$ cat config.mk
export PLATFORM = sky130hd
export DESIGN_NAME = hce_param
export DESIGN_NICKNAME = d
export VERILOG_FILES = /design/src/rtl/core/hce_pkg.sv /design/src/rtl/core/hce_param.sv
export SDC_FILE = /design/constraint.sdc
export NUM_CORES = 1
export LEC_CHECK = 0
export BUFFER_PORTS_ARGS = -buffer_cell sky130_fd_sc_hd__buf_2
export CAP_MARGIN = 20
export CORE_ASPECT_RATIO = 1.1
export CORE_MARGIN = 1
export CORE_UTILIZATION = 55
export DETAILED_ROUTE_END_ITERATION = 10
export PLACE_DENSITY = 0.69
export SLEW_MARGIN = 10
export SYNTH_ARGS = -nofsm -noshare
export SYNTH_HDL_FRONTEND = slang
export SYNTH_SLANG_ARGS = --single-unit
$ cat constraint.sdc
create_clock -name clock -period 9.93 [get_ports clock]
set_input_delay 1.986 -clock clock [delete_from_list [all_inputs] [get_ports clock]]
set_output_delay 1.986 -clock clock [all_outputs]
set_load 0.005 [all_outputs]
$ cat src/rtl/core/hce_pkg.sv
// Shared constants, types and codes for the cubic Hermite curve evaluator.
`timescale 1ns / 1ps

package hce_pkg;

   // Fixed-point format of coordinates, tangents, the curve parameter and results
   localparam int FRAC_BITS = 16;
   localparam int DATA_W    = 32;

   // Clamped parameter and its powers lie in 0..1: one integer bit above the fraction
   localparam int T_W       = FRAC_BITS + 1;
   // Basis weights stay within +/-12.0, so four integer bits plus sign
   localparam int WEIGHT_W  = FRAC_BITS + 5;
   localparam int PROD_W    = WEIGHT_W + DATA_W;
   localparam int PAIR_W    = PROD_W + 1;
   localparam int SUM_W     = PROD_W + 2;
   localparam int RND_W     = SUM_W - FRAC_BITS;

   localparam int NUM_TERMS  = 4;
   localparam int NUM_REGS   = 8;
   localparam int CSR_IDX_W  = 3;
   localparam int NUM_STAGES = 7;

   // Pipeline stage positions in the stage enable vector
   localparam int ST_CLAMP  = 0;
   localparam int ST_SQUARE = 1;
   localparam int ST_CUBE   = 2;
   localparam int ST_WEIGHT = 3;
   localparam int ST_PROD   = 4;
   localparam int ST_PAIR   = 5;
   localparam int ST_ROUND  = 6;

   // Term positions: start point, end point, start tangent, end tangent
   localparam int TERM_P0 = 0;
   localparam int TERM_P1 = 1;
   localparam int TERM_T0 = 2;
   localparam int TERM_T1 = 3;

   // Configuration register indexes
   localparam logic [CSR_IDX_W-1:0] REG_START_X     = 3'd0;
   localparam logic [CSR_IDX_W-1:0] REG_START_Y     = 3'd1;
   localparam logic [CSR_IDX_W-1:0] REG_END_X       = 3'd2;
   localparam logic [CSR_IDX_W-1:0] REG_END_Y       = 3'd3;
   localparam logic [CSR_IDX_W-1:0] REG_START_TAN_X = 3'd4;
   localparam logic [CSR_IDX_W-1:0] REG_START_TAN_Y = 3'd5;
   localparam logic [CSR_IDX_W-1:0] REG_END_TAN_X   = 3'd6;
   localparam logic [CSR_IDX_W-1:0] REG_END_TAN_Y   = 3'd7;

   typedef enum logic [1:0] {
      OP_POSITION     = 2'd0,
      OP_FIRST_DERIV  = 2'd1,
      OP_SECOND_DERIV = 2'd2
   } op_type;

   typedef logic signed [DATA_W-1:0]   coord_type;
   typedef logic signed [WEIGHT_W-1:0] weight_type;
   typedef logic [T_W-1:0]             tpow_type;
   typedef logic [NUM_STAGES-1:0]      stage_en_type;

endpackage

$ cat src/rtl/core/hce_param.sv
// Parameter clamp and the t^2, t^3 power stages.
`timescale 1ns / 1ps

module hce_param (
   input  logic                  clock,
   input  hce_pkg::stage_en_type stage_en,
   input  hce_pkg::coord_type    t_param,
   input  logic [1:0]            op_raw,
   output hce_pkg::tpow_type     t_out,
   output hce_pkg::tpow_type     t2_out,
   output hce_pkg::tpow_type     t3_out,
   output hce_pkg::op_type       op_out
);
   import hce_pkg::*;

   localparam coord_type            ONE_Q = DATA_W'(2 ** FRAC_BITS);
   localparam tpow_type             ONE_T = T_W'(2 ** FRAC_BITS);
   localparam logic [2*T_W-1:0]     HALF  = (2 * T_W)'(2 ** (FRAC_BITS - 1));

   tpow_type         t0_ff, t0_in;
   op_type           op0_ff;
   tpow_type         t1_ff, t2a_ff, t2a_in;
   op_type           op1_ff;
   tpow_type         tc_ff, t2c_ff, t3c_ff, t3c_in;
   op_type           op2_ff;
   logic [2*T_W-1:0] square;
   logic [2*T_W-1:0] cube;

   // Clamp to 0..1
   always_comb begin
      if (t_param[DATA_W-1]) begin
         t0_in = '0;
      end else if (t_param > ONE_Q) begin
         t0_in = ONE_T;
      end else begin
         t0_in = t_param[T_W-1:0];
      end
   end

   // Powers are non-negative: round half up
   assign square = (2 * T_W)'(t0_ff) * (2 * T_W)'(t0_ff) + HALF;
   assign t2a_in = square[FRAC_BITS +: T_W];
   assign cube   = (2 * T_W)'(t2a_ff) * (2 * T_W)'(t1_ff) + HALF;
   assign t3c_in = cube[FRAC_BITS +: T_W];

   always_ff @(posedge clock) begin
      if (stage_en[ST_CLAMP]) begin
         t0_ff  <= t0_in;
         op0_ff <= op_type'(op_raw);
      end
      if (stage_en[ST_SQUARE]) begin
         t1_ff  <= t0_ff;
         t2a_ff <= t2a_in;
         op1_ff <= op0_ff;
      end
      if (stage_en[ST_CUBE]) begin
         tc_ff  <= t1_ff;
         t2c_ff <= t2a_ff;
         t3c_ff <= t3c_in;
         op2_ff <= op1_ff;
      end
   end

   assign t_out  = tc_ff;
   assign t2_out = t2c_ff;
   assign t3_out = t3c_ff;
   assign op_out = op2_ff;

endmodule

==> results of run 1 <==
## critical path, cell delays in order (launching register included)
cell,delay (ps)
edfxtp_1,770
and2_1,350
fa_1,530
inv_1,50
fa_1,470
fa_1,510
inv_1,60
fa_1,500
fa_1,500
inv_1,50
fa_1,480
inv_1,50
ha_1,290
a211oi_1,230
o22ai_1,120
a31oi_1,570
a32oi_1,420
a211oi_2,380
a21oi_1,150
a21oi_1,210
xnor2_1,80
## area by class of cell
| type | instances | area, um^2 |
|---|---|---|
| well taps | 487 | 609 |
| inverters | 529 | 1990 |
| fillers | 3097 | 14700 |
| clock buffers | 9 | 225 |
| flip-flops and latches | 108 | 3240 |
| clock inverters | 7 | 97.6 |
| repair buffers | 98 | 510 |
| multi-input cells | 1319 | 14900 |
## cells by family after synthesis
kind of cell             count (synthesis)  synth area share, %
AND/OR/NAND/NOR                        543                 13.5
flip-flops                             108                 15.9
adder cells (fa/ha/maj)                640                 54.7
AO/OA/AOI/OAI                           91                 3.06
buffers and inverters                  583                 10.8
XOR/XNOR                                44                 1.90
multiplexers                             1               0.0554
## worst paths after layout
| kind | startpoint | endpoint | slack [ps] | depth (start not counted) |
|---|---|---|---|---|
| max | t2a_ff[8] | t3_out[16] | 2890 | 20 |
| min | op1_ff[0] | op_out[0] | 430 | 0 |
| max reg2reg | t2a_ff[8] | t3_out[16] | 2890 | 20 |
| min reg2reg | op1_ff[0] | op_out[0] | 430 | 0 |
## placed cells by master, fill, tap and decap left out, drive strengths merged, types with 13 or more instances in the layout
master / instances
xor2: 13
a21oi: 35
ha: 224
and2: 234
edfxtp: 108
fa: 416
xnor2: 31
nand2: 220
nor2: 38
buf: 98
inv: 531
o21ai: 15
## sequential cells by signal, indices dropped and copies added (netlist names)
| name | flops |
|---|---|
| t1_ff | 17 |
| t2a_ff | 17 |
| op0_ff | 2 |
| t_out | 17 |
| op1_ff | 2 |
| t0_ff | 17 |
| t2_out | 17 |
| t3_out | 17 |
| op_out | 2 |
## metrics by stage
stage          hold slack (ps)  utilization (%)
2_1_floorplan              400                -
3_3_place_gp               403             58.6
3_5_place_dp               417             58.6
4_1_cts                    426             59.5
5_1_grt                    438             59.5
6_report                   429             59.5
## metal layers
| metal | vias up | part of all wire, % | GRT usage (%) |
|---|---|---|---|
| met4 | 0 | 2.8 | 9.24 |
| li1 | 6103 | - | - |
| met3 | 69 | 3.7 | 2.77 |
| met5 | - | 0 | 0 |
| met1 | 6795 | 42 | 31.9 |
| met2 | 301 | 51 | 44.0 |
==> metrics.md, run 1 <==
| Metric | Value |
|---|---|
| Outcome | `finished clean` |
| Pre-CTS WS | `2920 ps` |
| Avg WL per Cell | `16.3 um` |
| Vias in the first global route | `15.1k` |
| Total grt overflow | `0` |
| Critical Path End Type | `flop` |
| Fin Setup TNS | `0 ps` |
| Die Y | `204 um` |
| Initial DRC count | `572` |
| Area contributors post-synth | `fa_1, edfxtp_1, ha_1, inv_1, and2_1` |
| Vias post-DR | `13.3k` |
| Period utilisation layout | `70.9%` |
| IO buf count | `90` |
| Final setup fails | `0` |
| Pin count of the biggest net entering global routing | `54` |
| RSZ-0062 raised after global routing | `false` |
| Area Overhead vs Synth | `6.10%` |
| Maxcap violations | `0` |
| DPL Wire Length | `32100 um` |
| Site Rows | `73` |
| Post-DRT Antenna Nets | `0` |
| Total core area | `36300 um^2` |
| DR vias/cell | `5.19` |
| Slew Viols, Final | `0` |
| Clk_lat worst skew | `390 ps` |
| Initial Util | `56.1%` |
| Critical Path Source Type | `flop` |
| Num CTS Buffers | `9` |
| Hold WC Path Type | `reg -> reg` |
| Synth Area per Inst | `10.1 um^2` |
| Area leader, netlist | `fa_1` |
| Syn. warnings | `0` |
| Share of the synthesized area in the top cell type | `41.0%` |
| Clk buf depth | `2` |
| CTS tree | `built` |
| Library cells used by synthesis | `52` |
| N_diodes | `0` |
| Die ar. | `37700 um^2` |
| Final wirelength | `41700 um` |
| Placed insts | `2541` |
| CTS H-tree depth | `3` |
| Yosys reg bits | `108` |
| Nets | `2747` |
| Seq/Total Area, Yosys | `15.9%` |
| Pre-antenna DRT Iters | `5` |
| FMAX | `142 MHz` |
| Critical Path AT | `7180 ps` |
| Root Buffer Master | `clkbuf_16` |
| Worst Tran Pin Value | `953 ps` |
| Non-Filler Instances | `2557` |
| Worst-path clk slew | `80 ps` |
| PostCTS Resize Cnt | `0` |
| Layout cell share with drive strength beyond 1 | `6.38%` |
| Worst slew margin | `36.5%` |
| Count leader, synth | `inv_1` |
| Maximum fanout along the worst path | `18` |
| Die width | `185 um` |
| Hold buffers post-CTS | `0` |
| Finished Cell Area | `21600 um^2` |
| Worst setup margin | `2890 ps` |
| First-pass GRT wire length | `72900 um` |
| GPL Wtd Cong | `0.855` |
| Ys async rst share | `0%` |
| Initial antenna violation count | `0` |
| Mapped cell area | `20300 um^2` |
| Required @ worst endpoint | `10070 ps` |
| Post-CTS Setup Inserts | `0` |
| Main synth FF type | `edfxtp_1` |
| Net Count, Synth | `2692` |
| I/O pin cnt | `95` |
| Critical path type | `reg -> reg` |
| Most frequent cells after synthesis | `inv_1, fa_1, and2_1` |
| Post-synthesis cell count | `2010` |
| Post-route DRC | `0` |
| GR Util All Layers | `25.1%` |
| Area post-placement | `21300 um^2` |
| Final Hold Fails | `0` |
| Number of synthesized flops with an enable pin | `108` |
| CTS Sinks | `108` |
| Minimum clock period | `7040 ps` |
| Setup Skew | `14.4 ps` |
Power of run 1 is left out: the tool's default activity adds up to more than one toggle a clock period on the data nets, which glitch-free logic cannot reach.
==> run 2, diff against run 1 <==
==> constraint.sdc (replaced) <==
create_clock -name clock -period 7.2 [get_ports clock]
set_input_delay 1.44 -clock clock [delete_from_list [all_inputs] [get_ports clock]]
set_output_delay 1.44 -clock clock [all_outputs]
set_load 0.005 [all_outputs]
==> run 2 against run 1 <==
Net effect:
- worst hold slack lost 1.5 ps
- via count grew 1.5%
- worst setup slack lost 2400 ps
- non-clock buffer count grew 40
- flip-flop and latch count is the same
- core utilization grew 0.76 points
- critical path type unchanged
- largest cell class unchanged
==> metrics.md, run 2 (same netlist as run 1, synthesis figures left out) <==
| Metric | Value |
|---|---|
| Pre-antenna DRT Iters | `5 (unchanged)` |
| Most frequent cells in the layout | `inv_1, fa_1, and2_1` |
| Clk buf depth | `2 (unchanged)` |
| Maxcap violations | `0 (unchanged)` |
| Post-DRT Antenna Nets | `0 (unchanged)` |
| CP bufs+invs | `3 (-1)` |
| Vias in the first global route | `15.1k (+0.0066%)` |
| First-pass GRT wire length | `72900 um (unchanged)` |
| Site Rows | `73 (unchanged)` |
| Met1 usage | `31.3% (-0.59 points)` |
| Depth of the most critical reg-to-reg path | `19 (-5.0%)` |
| Total core area | `36300 um^2 (unchanged)` |
| Fin Setup TNS | `0 ps (unchanged)` |
| Worst-path clk slew | `90 ps (about the same)` |
| CTS Sinks | `108 (unchanged)` |
| Slowest stage cell, crit path | `edfxtp_1` |
| Crit-path most repeated cell | `fa_1` |
| Die width | `185 um (unchanged)` |
| Post-CTS Setup Inserts | `0 (unchanged)` |
| Delay-heaviest family, CP | `adder cells` |
| Area post-placement | `21500 um^2 (+1.3%)` |
| Placed insts | `2577 (+1.4%)` |
| Final Hold Fails | `0 (unchanged)` |
| FMAX | `150 MHz (+5.5%)` |
| Hold buffers post-CTS | `0 (unchanged)` |
| R2r setup slk | `530 ps (-2360 ps)` |
| Initial antenna violation count | `0 (unchanged)` |
| Minimum clock period | `6670 ps (-370 ps)` |
| RSZ-0062 raised after global routing | `false` |
| Crit. Startpoint | `t0_ff[12]` |
| Grt met2 use | `44.1% (+0.080 points)` |
| GPL Wtd Cong | `0.881 (+3.1%)` |
| Crit path capture | `t2a_ff[12]` |
| Clk_lat worst skew | `390 ps (about the same)` |
| Reg2reg start | `t0_ff[12]` |
| Critical Path Source Type | `flop` |
| Finished Cell Area | `21900 um^2 (+1.3%)` |
| Num CTS Buffers | `9 (unchanged)` |
| M3 GR Usage | `3.27% (+0.50 points)` |
| Critical Path AT | `6840 ps (-340 ps)` |
| Die Y | `204 um (unchanged)` |
| Total grt overflow | `0 (unchanged)` |
| Final setup fails | `0 (unchanged)` |
| Period utilisation layout | `92.7% (+22 points)` |
| CTS H-tree depth | `3 (unchanged)` |
| RR Endpoint | `t2a_ff[12]` |
| Nets | `2787 (+1.5%)` |
| Hold WC Path Type | `reg -> reg` |
| Commonest non-fill, non-tap cell in the layout | `inv_1` |
| GRT Max-Usage Layer | `met2` |
| Area Overhead vs Synth | `7.45%` |
| Worst setup margin | `528 ps (-2360 ps)` |
| Root Buffer Master | `clkbuf_16` |
| Pin count of the biggest net entering global routing | `54 (unchanged)` |
| Maximum fanout along the worst path | `18 (unchanged)` |
| Initial Util | `56.1% (unchanged)` |
| DR vias/cell | `5.18 (about the same)` |
| Avg WL per Cell | `16.2 um (-0.68%)` |
| Crit path largest cell delay | `870 ps (+100 ps)` |
| PostCTS Resize Cnt | `0 (unchanged)` |
| DPL Wire Length | `34300 um (+6.9%)` |
| Fill cells | `3046 (-1.6%)` |
| Initial DRC count | `542 (-5.2%)` |
| Critical hold path startpoint | `op1_ff[0]` |
| Critical Path End Type | `flop` |
| I/O pin cnt | `95 (unchanged)` |
| Die ar. | `37700 um^2 (unchanged)` |
| Worst Tran Pin Value | `809 ps (-144 ps)` |
| Outcome | `finished clean` |
| Critical path type | `reg -> reg` |
| Post-route DRC | `0 (unchanged)` |
| CP cell instances | `nand2_1, fa_1, fa_1, fa_1, inv_1, fa_1, fa_1, inv_1, fa_1, inv_1, ha_1, nand2_1, nor3_1, o311ai_4, a21oi_2, o2111ai_2, a21boi_1, o21ai_1, a221oi_1` |
| Worst slew margin | `46.1% (+9.6 points)` |
| Setup Skew | `16.0 ps (+1.59 ps)` |
| N_diodes | `0 (unchanged)` |
| Non-Filler Instances | `2597 (+1.6%)` |
| Crit path depth | `19 (-5.0%)` |
| Required @ worst endpoint | `7370 ps (-2700 ps)` |
| Slew Viols, Final | `0 (unchanged)` |
| Vias post-DR | `13.5k (+1.5%)` |
| CTS tree | `built` |
| Pre-CTS WS | `478 ps (-2450 ps)` |
| Final wirelength | `42100 um (+0.87%)` |
| IO buf count | `90 (unchanged)` |
| GR Util All Layers | `25.0% (-0.082 points)` |
| Layout cell share with drive strength beyond 1 | `8.10% (+1.7 points)` |
run 2: cell types whose count changed in the layout (fill, tap and decap cells not counted):
cell        change
buf_4          +40
bufinv_16       -1
clkbuf_1        +1
clkinvlp_4      -1
inv_6           +1
run 2: worst min-delay path by stage:
stage,slack (ps),to,depth (start not counted)
final,430,op_out[0],0
after global routing,440,op_out[0],0
after CTS,430,op_out[0],0
after detailed placement,410,op1_ff[0],0
after global placement,410,op1_ff[0],0
after floorplan,400,op1_ff[0],0
run 2: metrics by stage:
stage	util, %	hold slack, ps
final	60.3	428
after global routing	60.3	442
after CTS	60.2	434
after detailed placement	59.4	411
after global placement	59.4	408
after floorplan	-	400
run 2: metal layers:
layer  up-vias  wire [um]
met1      6862      17300
met3        71       2110
li1       6179          -
met2       353      21500
met5         -          0
met4         0       1170
run 2: cell type report:
cell class / instances / area [um^2] / share of cell area, %
multi-input cells: 1319 / 14900 / 68.2
flip-flops and latches: 108 / 3240 / 14.8
inverters: 529 / 1990 / 9.09
repair buffers: 138 / 811 / 3.71
well taps: 487 / 609 / 2.79
clock buffers: 10 / 229 / 1.05
clock inverters: 6 / 68.8 / 0.315
Power of run 2 is left out for the same reason.
