`src/rtl/core/hce_pkg.sv`:
```
// Shared constants, types and codes for the cubic Hermite curve evaluator.
`timescale 1ns / 1ps

package hce_pkg;

   // Fixed-point format of coordinates, tangents, the curve parameter and results
   localparam int FRAC_BITS = 16;
   localparam int DATA_W    = 32;

   // Clamped parameter and its powers lie in 0..1: one integer bit above the fraction
   localparam int T_W       = FRAC_BITS + 1;
   // Basis weights stay within +/-12.0, so four integer bits plus sign
   localparam int WEIGHT_W  = FRAC_BITS + 5;
   localparam int PROD_W    = WEIGHT_W + DATA_W;
   localparam int PAIR_W    = PROD_W + 1;
   localparam int SUM_W     = PROD_W + 2;
   localparam int RND_W     = SUM_W - FRAC_BITS;

   localparam int NUM_TERMS  = 4;
   localparam int NUM_REGS   = 8;
   localparam int CSR_IDX_W  = 3;
   localparam int NUM_STAGES = 7;

   // Pipeline stage positions in the stage enable vector
   localparam int ST_CLAMP  = 0;
   localparam int ST_SQUARE = 1;
   localparam int ST_CUBE   = 2;
   localparam int ST_WEIGHT = 3;
   localparam int ST_PROD   = 4;
   localparam int ST_PAIR   = 5;
   localparam int ST_ROUND  = 6;

   // Term positions: start point, end point, start tangent, end tangent
   localparam int TERM_P0 = 0;
   localparam int TERM_P1 = 1;
   localparam int TERM_T0 = 2;
   localparam int TERM_T1 = 3;

   // Configuration register indexes
   localparam logic [CSR_IDX_W-1:0] REG_START_X     = 3'd0;
   localparam logic [CSR_IDX_W-1:0] REG_START_Y     = 3'd1;
   localparam logic [CSR_IDX_W-1:0] REG_END_X       = 3'd2;
   localparam logic [CSR_IDX_W-1:0] REG_END_Y       = 3'd3;
   localparam logic [CSR_IDX_W-1:0] REG_START_TAN_X = 3'd4;
   localparam logic [CSR_IDX_W-1:0] REG_START_TAN_Y = 3'd5;
   localparam logic [CSR_IDX_W-1:0] REG_END_TAN_X   = 3'd6;
   localparam logic [CSR_IDX_W-1:0] REG_END_TAN_Y   = 3'd7;

   typedef enum logic [1:0] {
      OP_POSITION     = 2'd0,
      OP_FIRST_DERIV  = 2'd1,
      OP_SECOND_DERIV = 2'd2
   } op_type;

   typedef logic signed [DATA_W-1:0]   coord_type;
   typedef logic signed [WEIGHT_W-1:0] weight_type;
   typedef logic [T_W-1:0]             tpow_type;
   typedef logic [NUM_STAGES-1:0]      stage_en_type;

endpackage

```
`src/rtl/core/hce_weight.sv`:
```
// Hermite basis weights for position, first and second derivative.
`timescale 1ns / 1ps

module hce_weight (
   input  logic                  clock,
   input  hce_pkg::stage_en_type stage_en,
   input  hce_pkg::tpow_type     t_in,
   input  hce_pkg::tpow_type     t2_in,
   input  hce_pkg::tpow_type     t3_in,
   input  hce_pkg::op_type       op_in,
   output hce_pkg::weight_type   w_out [hce_pkg::NUM_TERMS]
);
   import hce_pkg::*;

   localparam weight_type K1  = weight_type'(2 ** FRAC_BITS);
   localparam weight_type K2  = weight_type'(2);
   localparam weight_type K3  = weight_type'(3);
   localparam weight_type K4  = weight_type'(4);
   localparam weight_type K6  = weight_type'(6);
   localparam weight_type K12 = weight_type'(12);

   weight_type tw, t2w, t3w;
   weight_type w_in [NUM_TERMS];
   weight_type w_ff [NUM_TERMS];

   assign tw  = weight_type'(t_in);
   assign t2w = weight_type'(t2_in);
   assign t3w = weight_type'(t3_in);

   always_comb begin
      unique case (op_in)
         OP_POSITION: begin
            w_in[TERM_P0] = K2 * t3w - K3 * t2w + K1;
            w_in[TERM_P1] = K3 * t2w - K2 * t3w;
            w_in[TERM_T0] = t3w - K2 * t2w + tw;
            w_in[TERM_T1] = t3w - t2w;
         end
         OP_FIRST_DERIV: begin
            w_in[TERM_P0] = K6 * t2w - K6 * tw;
            w_in[TERM_P1] = K6 * tw - K6 * t2w;
            w_in[TERM_T0] = K3 * t2w - K4 * tw + K1;
            w_in[TERM_T1] = K3 * t2w - K2 * tw;
         end
         OP_SECOND_DERIV: begin
            w_in[TERM_P0] = K12 * tw - K6 * K1;
            w_in[TERM_P1] = K6 * K1 - K12 * tw;
            w_in[TERM_T0] = K6 * tw - K4 * K1;
            w_in[TERM_T1] = K6 * tw - K2 * K1;
         end
         default: begin
            // Undefined op: zero weights give a zero vector and no saturation
            for (int i = 0; i < NUM_TERMS; i++) begin
               w_in[i] = '0;
            end
         end
      endcase
   end

   always_ff @(posedge clock) begin
      if (stage_en[ST_WEIGHT]) begin
         w_ff <= w_in;
      end
   end

   assign w_out = w_ff;

endmodule

```
`config.mk`:
```
export PLATFORM = sky130hd
export DESIGN_NAME = hce_weight
export DESIGN_NICKNAME = d
export VERILOG_FILES = /design/src/rtl/core/hce_pkg.sv /design/src/rtl/core/hce_weight.sv
export SDC_FILE = /design/constraint.sdc
export NUM_CORES = 1
export LEC_CHECK = 0
export BUFFER_PORTS_ARGS = -buffer_cell sky130_fd_sc_hd__clkbuf_2
export CELL_PAD_IN_SITES_DETAIL_PLACEMENT = 0
export CELL_PAD_IN_SITES_GLOBAL_PLACEMENT = 1
export CORE_MARGIN = 4
export CORE_UTILIZATION = 35
export CTS_CLUSTER_SIZE = 40
export DETAILED_ROUTE_END_ITERATION = 10
export GPL_TIMING_DRIVEN = 0
export PLACE_DENSITY_LB_ADDON = 0.1
export REMOVE_ABC_BUFFERS = 1
export SYNTH_ARGS = -nofsm -noshare
export SYNTH_HDL_FRONTEND = slang
export SYNTH_SLANG_ARGS = --single-unit
```
`constraint.sdc`:
```
create_clock -name clock -period 8.2 [get_ports clock]
set_input_delay 1.23 -clock clock [delete_from_list [all_inputs] [get_ports clock]]
set_output_delay 1.23 -clock clock [all_outputs]
set_load 0.01 [all_outputs]
```
==> results.py, run 1 <==
metrics = {
    "clock_network": {
        "cts_hold_buf": 0,
        "cts_root_buf": "clkbuf_16",
        "post_cts_resized": 0,
        "clk_pin_slew_ns": 0.07,
        "clockBufferDepth": 2,
        "numCtsBuffers": 9,
        "ctsHtreeMaxLevel": 3,
        "cts_tree": "built",
        "numClockSinks": 83,
        "post_cts_buffers": 0,
    },
    "synthesis": {
        "synth.most_common_cell": "ha_1",
        "syn_area_per_cell_um2": 8.14,
        "yosysTopAreaCell": "ha_1",
        "synth_warnings": 0,
        "async_flop_share_pct": 0,
        "synth.distinct_cells": 79,
        "synth-seq-area-share_pct": 18.4,
        "syn-instance-count": 1665,
        "synthTopCellsByCount": "ha_1, inv_1, o21ai_0",
        "ys_top_cells_by_area": "ha_1, edfxtp_1, xnor2_1",
        "synth_edf_count": 83,
        "synth_top_area_share_pct": 21.2,
        "syn_area_mm2": 0.0135,
        "ys.flop_type": "edfxtp_1",
        "synth_seq_cells": 83,
    },
    "die": {
        "die_area_mm2": 0.0419,
        "start_util_pct": 35.7,
        "core_area_mm2": 0.0379,
        "rows": 71,
        "die_w_um": 205,
        "ioPinCount": 145,
        "die_h_um": 205,
    },
    "routing": {
        "drtIter0Drc": 935,
        "viasPerCell": 5.54,
        "vias": 12700,
        "first_pass_iters": 5,
        "wl_per_cell_um": 21.0,
        "totalWireLength_um": 47900,
        "antenna_left": 0,
        "drc": 0,
    },
    "finish": {
        "area.growth.synth_to_final_pct": 11.6,
        "regArea_mm2": 0.00249,
        "antenna_cells": 0,
        "fillers": 3981,
        "largest_reg_flops": 83,
        "nNetsFinal": 2071,
        "multiInputGateArea_mm2": 0.0103,
        "drive_gt1_share_pct": 10.9,
    },
    "timing": {
        "finalCritPeriodShare_pct": 76.3,
        "fin_crit_ns": 6.26,
        "setup_tns_ns": 0,
        "setup-violations-final": 0,
        "clock.fmax_mhz": 160,
        "hold_slack_ns": 1.36,
        "hold_viol": 0,
        "rsz0062_at_grt": "false",
        "relSlewSlack_pct": 25.0,
        "slew_viol_final": 0,
        "worst_pin_slew_ns": 1.12,
    },
    "grt": {
        "grt_start_max_net_pins": 63,
        "grt_pass1_vias": 12400,
        "track_usage_pct": 22.7,
        "grt_antenna_before_repair": 0,
        "grt_pass1_wl_um": 73000,
        "grt_overflow": 0,
    },
    "flow_run": {
        "cap_violations": 0,
    },
    "critical_path": {
        "crit_chain": "clkbuf_2 > ha_1 > fa_1 > a21o_1 > a21oi_1 > o21bai_1 > a21o_1 > xor2_1 > ha_1 > ha_1 > nand3_1 > a211oi_1 > o31ai_1 > o211ai_1 > o2111ai_1 > nand3_1 > nand2_1 > xnor2_1 > a221o_1",
        "cp_top_family": "compound AO/OA/AOI/OAI gates",
        "cp-end-kind": "flop",
        "required_ns": 8.32,
        "crit_path_top_delay_cell": "xor2_1",
        "path_buf_inv": 1,
        "crit_path_start_kind": "input pin",
        "cp_max_fo": 8,
        "crit_type": "in -> reg",
        "critical_path_arrival_ns": 6.38,
        "cpPeakStageDelay_ns": 0.69,
        "critPathMostFrequentCell": "ha_1",
    },
    "hold_path": {
        "hold_class": "in -> reg",
    },
    "place": {
        "port_buffers": 138,
        "dpl.hpwl_um": 39300,
        "gp_congestion": 0.935,
    },
    "run_status": {
        "status": "finished, final reports clean",
    },
    "power": {
        "leakagePower_nw": 6.89,
        "peakVddDrop_v": 0.000105,
        "powerDensity_mw_per_mm2": 219,
    },
}
power breakdown:
part	internal [W]	switching (W)	total (W)
sequential	0.000583	0.0000209	0.000604
combinational	0.000885	0.00134	0.00222
clock	0.000297	0.000193	0.000490
total	0.00177	0.00155	0.00331
metal layers:
metal  global-route usage (%)  routed length (um)
met2                     34.5               20400
met5                        0                   0
met1                     34.8               24700
met3                     2.20                2180
met4                     4.98                 650
tightest hold or removal path: stages:
cell      delay, ns
clkbuf_2       0.22
a21oi_1        0.10
nor2_1         0.07
layout make-up:
class                   count  area share [%]
multi-input cells        1395            68.4
flip-flops and latches     83            16.5
repair buffers            141            5.16
well taps                 511            4.23
inverters                 139            3.45
clock buffers               9            1.49
clock inverters             7           0.761
through the flow:
stage | power, W | std cells | area, um2 | setup WS [ns] | utilization, %
floorplan | 0.00219 | 1617 | 13400 | 2.99 | -
global placement | 0.00280 | 2266 | 14700 | 1.64 | 38.7
detailed placement | 0.00281 | 2269 | 14800 | 1.63 | 39.0
CTS | 0.00333 | 2285 | 15100 | 2.02 | 39.9
global route | 0.00361 | 2285 | 15100 | 1.62 | 39.9
finish | 0.00331 | 2285 | 15100 | 1.94 | 39.9
kinds of logic after synthesis:
| kind of cell | synth area share [%] |
|---|---|
| AOI/OAI and AO/OA | 26.6 |
| xor gates and xnor gates | 9.70 |
| adders and majority gates | 22.9 |
| buffers and inverters | 5.28 |
| DFF | 18.4 |
| muxes | 0.831 |
| and+or+nand+nor | 16.3 |
final timing paths:
kind	depth (start not counted)	slack, ns	to	from
worst min-delay path	3	1.36	w_out[0]	t2_in[0]
worst max-delay path	19	1.94	w_out[81]	t2_in[0]
layout by cell type (no fill, tap or decap), types with 23 or more instances in the layout:
| cell type | count |
|---|---|
| ha_1 | 230 |
| xnor2_1 | 100 |
| clkbuf_2 | 135 |
| inv_1 | 138 |
| o21ai_0 | 131 |
| xor2_1 | 50 |
| a21oi_1 | 126 |
| nand3_1 | 33 |
| nand2b_1 | 23 |
| edfxtp_1 | 83 |
| a21o_1 | 59 |
| o21a_1 | 26 |
| nor2_1 | 125 |
| nand2_1 | 95 |
| nor3_1 | 48 |
(Power assumes the default switching activity.)
==> run 2: changes to the inputs <==
- ABC_AREA: unset -> 1
- clock period: 8.2 -> 5.08 ns (I/O delays scaled with it)
==> run 2 against run 1 <==
- sequential share of layout area fell by 0.76 points
- cell area rose by 4.8%
- die area rose by 3.3%
- worst hold slack got worse by 0.50 ns
- total power rose by 63%
- clock power rose by 73%
- critical endpoint unchanged
==> results.py, run 2 <==
metrics = {
    "critical_path": {
        "crit_path_top_delay_cell": "ha_2",
        "crit_path_start_kind": "input pin",
        "critical_path_arrival_ns": 4.92,
        "cp_max_fo": 5,
        "cpPeakStageDelay_ns": 0.45,
        "critPathMostFrequentCell": "nand2_1",
        "crit_chain": "clkbuf_2 > ha_1 > nand2_1 > nor2_1 > nand3_1 > nand3_1 > a21oi_1 > o21ai_1 > nand2_1 > nand2_1 > a21oi_2 > xor2_2 > ha_2 > inv_1 > ha_1 > nand2_1 > nor4_4 > nand4_1 > nand3_2 > nand2_1 > nand2_1 > o21ai_0 > inv_1 > nand2_1",
        "cp-end-kind": "flop",
        "required_ns": 5.22,
        "crit_type": "in -> reg",
    },
    "timing": {
        "hold_viol": 0,
        "fin_crit_ns": 4.78,
        "setup-violations-final": 0,
        "worst_pin_slew_ns": 1.18,
        "finalCritPeriodShare_pct": 94.2,
        "relSlewSlack_pct": 21.2,
        "clock.fmax_mhz": 209,
        "worst_slack_ns": 0.297,
        "setup_tns_ns": 0,
        "hold_slack_ns": 0.866,
        "slew_viol_final": 0,
    },
    "clock_network": {
        "numCtsBuffers": 9,
        "cts_root_buf": "clkbuf_16",
        "cts_hold_buf": 0,
        "numClockSinks": 83,
        "ctsHtreeMaxLevel": 3,
        "cts_tree": "built",
        "clk_pin_slew_ns": 0.07,
        "clockBufferDepth": 2,
    },
    "power": {
        "power_switching_w": 0.00279,
        "seq_power_share_pct": 17.9,
        "peakVddDrop_v": 0.000191,
        "switching_share_pct": 51.8,
        "pwr-share-clk_pct": 15.7,
        "p_int_w": 0.00260,
        "powerDensity_mw_per_mm2": 340,
        "leakagePower_nw": 7.85,
        "comb_power_share_pct": 66.4,
        "total_power_w": 0.00540,
    },
    "finish": {
        "fin_area_mm2": 0.0158,
        "fillers": 4324,
        "regArea_mm2": 0.00249,
        "mostFrequentLayoutCells": "nand2_1, inv_1, a21oi_1, ha_1, nand3_1",
        "multiInputGateArea_mm2": 0.0105,
        "area.growth.synth_to_final_pct": 13.0,
        "drive_gt1_share_pct": 10.9,
        "final_common_cell": "nand2_1",
        "nNetsFinal": 2512,
        "antenna_cells": 0,
        "largest_reg_flops": 83,
    },
    "routing": {
        "drtIter0Drc": 1022,
        "viasPerCell": 5.46,
        "first_pass_iters": 6,
        "antenna_left": 0,
        "wl_per_cell_um": 21.4,
        "drc": 0,
        "totalWireLength_um": 58500,
        "vias": 15000,
    },
    "grt": {
        "grt_antenna_before_repair": 0,
        "grt_pass1_wl_um": 86300,
        "grt_overflow": 0,
        "grt_start_max_net_pins": 50,
        "track_usage_pct": 26.2,
        "grt_pass1_vias": 15000,
    },
    "synthesis": {
        "synth-seq-area-share_pct": 17.8,
        "synth_top_area_share_pct": 20.5,
        "async_flop_share_pct": 0,
        "synth_warnings": 0,
        "synthTopCellsByCount": "nand2_1, inv_1, a21oi_1",
        "ys_top_cells_by_area": "ha_1, edfxtp_1, nand2_1",
        "syn-instance-count": 2083,
        "synth.distinct_cells": 56,
        "ys.flop_type": "edfxtp_1",
        "synth_seq_cells": 83,
        "synth.most_common_cell": "nand2_1",
        "synth_edf_count": 83,
        "syn_area_per_cell_um2": 6.73,
        "yosysTopAreaCell": "ha_1",
        "syn_area_mm2": 0.0140,
    },
    "place": {
        "dpl.hpwl_um": 49900,
        "gp_congestion": 0.922,
        "port_buffers": 138,
        "place_area_mm2": 0.0154,
        "dpl_worst_slack_ns": -1.00,
    },
    "run_status": {
        "status": "finished, final reports clean",
    },
    "die": {
        "die_area_mm2": 0.0433,
        "core_area_mm2": 0.0396,
        "rows": 73,
        "die_w_um": 208,
        "die_h_um": 208,
        "start_util_pct": 35.4,
        "ioPinCount": 145,
    },
    "hold_path": {
        "holdCritStartpoint": "t3_in[0]",
        "holdPathEnd": "w_out[64]",
        "hold_depth": 4,
        "hold_class": "in -> reg",
    },
    "flow_run": {
        "cap_violations": 0,
    },
}
-- run 2: cell count changes in the layout (fill, tap and decap cells not counted), moves of 19 or more --
| cell | change |
|---|---|
| xnor2_1 | -89 |
| nor3_1 | -28 |
| o21a_1 | -22 |
| nand2_1 | +341 |
| or3_1 | -19 |
| a21o_1 | -43 |
| nand3_1 | +143 |
| o21ai_0 | +37 |
| a21oi_1 | +134 |
| nand2b_1 | -23 |
| and3_1 | -22 |
| inv_1 | +128 |
-- run 2: how the worst max path moves through the flow --
stage,startpoint,to,slack (ns),cells past startpoint
2_1_floorplan,t2_in[0],w_out[82],0.57,25
3_3_place_gp,op_in[0],w_out[62],-2.51,9
3_5_place_dp,t2_in[1],w_out[81],-1.00,24
4_1_cts,t2_in[1],w_out[40],0.02,22
5_1_grt,t2_in[2],w_out[81],-0.01,26
6_report,t2_in[2],w_out[81],0.30,24
-- run 2: logic make-up (layout without fill, tap and decap cells) --
logic type	Yosys count	in the layout	synth area share (%)
simple gates	849	849	26.5
xor+xnor	54	54	3.72
flops	83	83	17.8
fa+ha+maj	241	241	22.1
buf+inv	309	439	8.42
compound gates	547	547	21.5
-- run 2: power groups by stage --
stage               sequential, W  clock (W)  combinational, W
floorplan                 0.00105          0           0.00227
global placement         0.000979          0           0.00347
detailed placement       0.000982          0           0.00348
CTS                      0.000968   0.000873           0.00353
global route             0.000978   0.000895           0.00397
finish                   0.000966   0.000846           0.00358
-- run 2: what timing repair did --
action / in CTS / in global routing
gates resized for setup: 11 / 14
endpoints found under the setup margin: 6 / 14
pin swaps: 4 / 3
setup buffers: 3 / 2
-- run 2: final cells by class --
cell class	instances	area share [%]
tap	525	4.14
clock buffer	9	1.42
sequential	83	15.7
clock inverter	5	0.805
inverter	277	6.59
multi-input combinational	1691	66.0
timing repair buffer	148	5.34
-- run 2: layer usage --
metal / vias up / share of wire [%] / wire [um] / global-route usage [%]
met5: - / 0 / 0 / 0
met4: 0 / 3.5 / 2080 / 10.4
met3: 83 / 4.7 / 2720 / 3.09
met2: 395 / 47 / 27500 / 44.1
met1: 7039 / 45 / 26200 / 34.4
li1: 7442 / - / - / -
-- run 2: critical path: cells and delay by family --
kind,cells,cell delay (ns)
simple gates,13,1.97
fa+ha+maj,3,1.21
compound gates,4,0.51
xor+xnor,1,0.20
buf+inv,3,0.26
-- run 2: through the flow --
step	utilization, %	cells
2_1_floorplan	-	2051
3_5_place_dp	38.8	2719
6_report	40.0	2738
3_3_place_gp	38.4	2714
4_1_cts	39.8	2736
5_1_grt	40.0	2738
==> run 3: changes to the inputs <==
- ABC_AREA: 1 -> unset
==> run 3 against run 2 <==
- global-route usage decreased by 3.4 points
- first-iteration DRC count fell by 8.9%
- flip-flop and latch count stayed put
- routed wire length decreased by 17%
- worst hold slack improved by 0.032 ns
- critical endpoint is now w_out[40]
- highest routed layer unchanged
==> results.py, run 3 (synthesized netlist as in run 1, its figures left out) <==
metrics = {
    "clock_network": {
        "ctsHtreeMaxLevel": 3,
        "cts_tree": "built",
        "numCtsBuffers": 9,
        "numClockSinks": 83,
        "cts_root_buf": "clkbuf_16",
        "clk_pin_slew_ns": 0.08,
        "clockBufferDepth": 2,
    },
    "critical_path": {
        "cpPeakStageDelay_ns": 0.41,
        "cp-end-kind": "flop",
        "crit_type": "in -> reg",
        "required_ns": 5.17,
        "path_buf_inv": 3,
        "cp_top_family": "compound AO/OA/AOI/OAI gates",
        "crit_chain": "buf_2 > ha_4 > fa_1 > a21o_1 > a21oi_2 > o21bai_1 > a21o_1 > buf_4 > xor2_4 > buf_4 > ha_1 > ha_1 > o21ai_0 > o21ai_0 > a31oi_2 > o31ai_4 > a31oi_2 > o21ai_1 > xor2_1 > o221ai_1",
        "crit_path_start_kind": "input pin",
        "cp_max_fo": 8,
        "critical_path_arrival_ns": 5.04,
        "crit_path_top_delay_cell": "fa_1",
    },
    "die": {
        "die_area_mm2": 0.0419,
        "die_h_um": 205,
        "die_w_um": 205,
        "rows": 71,
        "core_area_mm2": 0.0379,
        "start_util_pct": 35.7,
        "ioPinCount": 145,
    },
    "finish": {
        "fillers": 3935,
        "final_common_cell": "ha_1",
        "nNetsFinal": 2087,
        "drive_gt1_share_pct": 15.4,
        "antenna_cells": 0,
        "largest_reg_flops": 83,
        "mostFrequentLayoutCells": "ha_1, inv_1, clkbuf_2, o21ai_0, nor2_1",
        "area.growth.synth_to_final_pct": 16.4,
    },
    "hold_path": {
        "holdPathEnd": "w_out[0]",
        "hold_depth": 3,
        "holdCritStartpoint": "t2_in[0]",
        "hold_class": "in -> reg",
    },
    "place": {
        "dpl_worst_slack_ns": -1.02,
        "dpl.hpwl_um": 39300,
        "port_buffers": 138,
        "gp_congestion": 0.935,
    },
    "routing": {
        "totalWireLength_um": 48400,
        "antenna_left": 0,
        "drc": 0,
        "first_pass_iters": 5,
        "drtIter0Drc": 931,
        "viasPerCell": 5.55,
        "wl_per_cell_um": 21.1,
        "vias": 12800,
    },
    "grt": {
        "track_usage_pct": 22.8,
        "grt_overflow": 0,
        "grt_start_max_net_pins": 63,
        "grt_pass1_wl_um": 73200,
        "grt_antenna_before_repair": 0,
        "grt_pass1_vias": 12500,
    },
    "timing": {
        "worst_pin_slew_ns": 1.17,
        "setup_tns_ns": 0,
        "fin_crit_ns": 4.95,
        "hold_viol": 0,
        "worst_slack_ns": 0.129,
        "slew_viol_final": 0,
        "finalCritPeriodShare_pct": 97.5,
        "hold_slack_ns": 0.897,
        "setup-violations-final": 0,
        "relSlewSlack_pct": 21.9,
        "clock.fmax_mhz": 202,
    },
    "run_status": {
        "status": "finished, final reports clean",
    },
    "power": {
        "powerDensity_mw_per_mm2": 356,
        "peakVddDrop_v": 0.000185,
        "total_power_w": 0.00561,
        "leakagePower_nw": 7.07,
    },
    "flow_run": {
        "cap_violations": 0,
    },
}
==> run 3: through the flow <==
step                      instance area (um2)  util, %  cells
after floorplan                         13400        -   1617
after global placement                  14700     38.7   2266
after detailed placement                14800     39.0   2269
after CTS                               15400     40.6   2291
after global routing                    15800     41.6   2301
final                                   15800     41.6   2301
==> run 3: final cells by class <==
cell class	count	area, um2	area share, %
multi-input cells	1395	10900	68.8
flip-flops and latches	83	2490	15.8
repair buffers	157	926	5.87
well taps	511	639	4.05
inverters	139	522	3.31
clock buffers	9	225	1.43
clock inverters	7	115	0.730
==> run 3: worst max path at each step <==
stage	start	endpoint	slack [ns]	depth (start not counted)
2_1_floorplan	t2_in[0]	w_out[39]	0.34	19
3_3_place_gp	t2_in[0]	w_out[79]	-1.02	19
3_5_place_dp	t2_in[0]	w_out[81]	-1.02	19
4_1_cts	t2_in[1]	w_out[40]	0.005	17
5_1_grt	t2_in[0]	w_out[40]	-0.008	20
6_report	t2_in[0]	w_out[40]	0.13	20
==> run 3: layer usage <==
layer	global-route usage (%)	share of wire (%)	vias to the layer above
met5	0	0	-
met4	5.05	1.5	0
met3	1.99	4.5	36
met2	34.7	43	296
met1	34.9	51	6078
li1	-	-	6358
==> run 3: timing repair <==
action | CTS | global route
pin swaps | 11 | 18
hold buffers | 0 | 0
gates resized for setup | 37 | 61
endpoints found under the setup margin | 27 | 29
setup buffers | 6 | 10
gates cloned | 0 | 0
==> run 3: power by group <==
part	switching [W]	total [W]	internal (W)
clock network	0.000314	0.000793	0.000480
logic	0.00227	0.00384	0.00157
registers	0.0000335	0.000975	0.000941
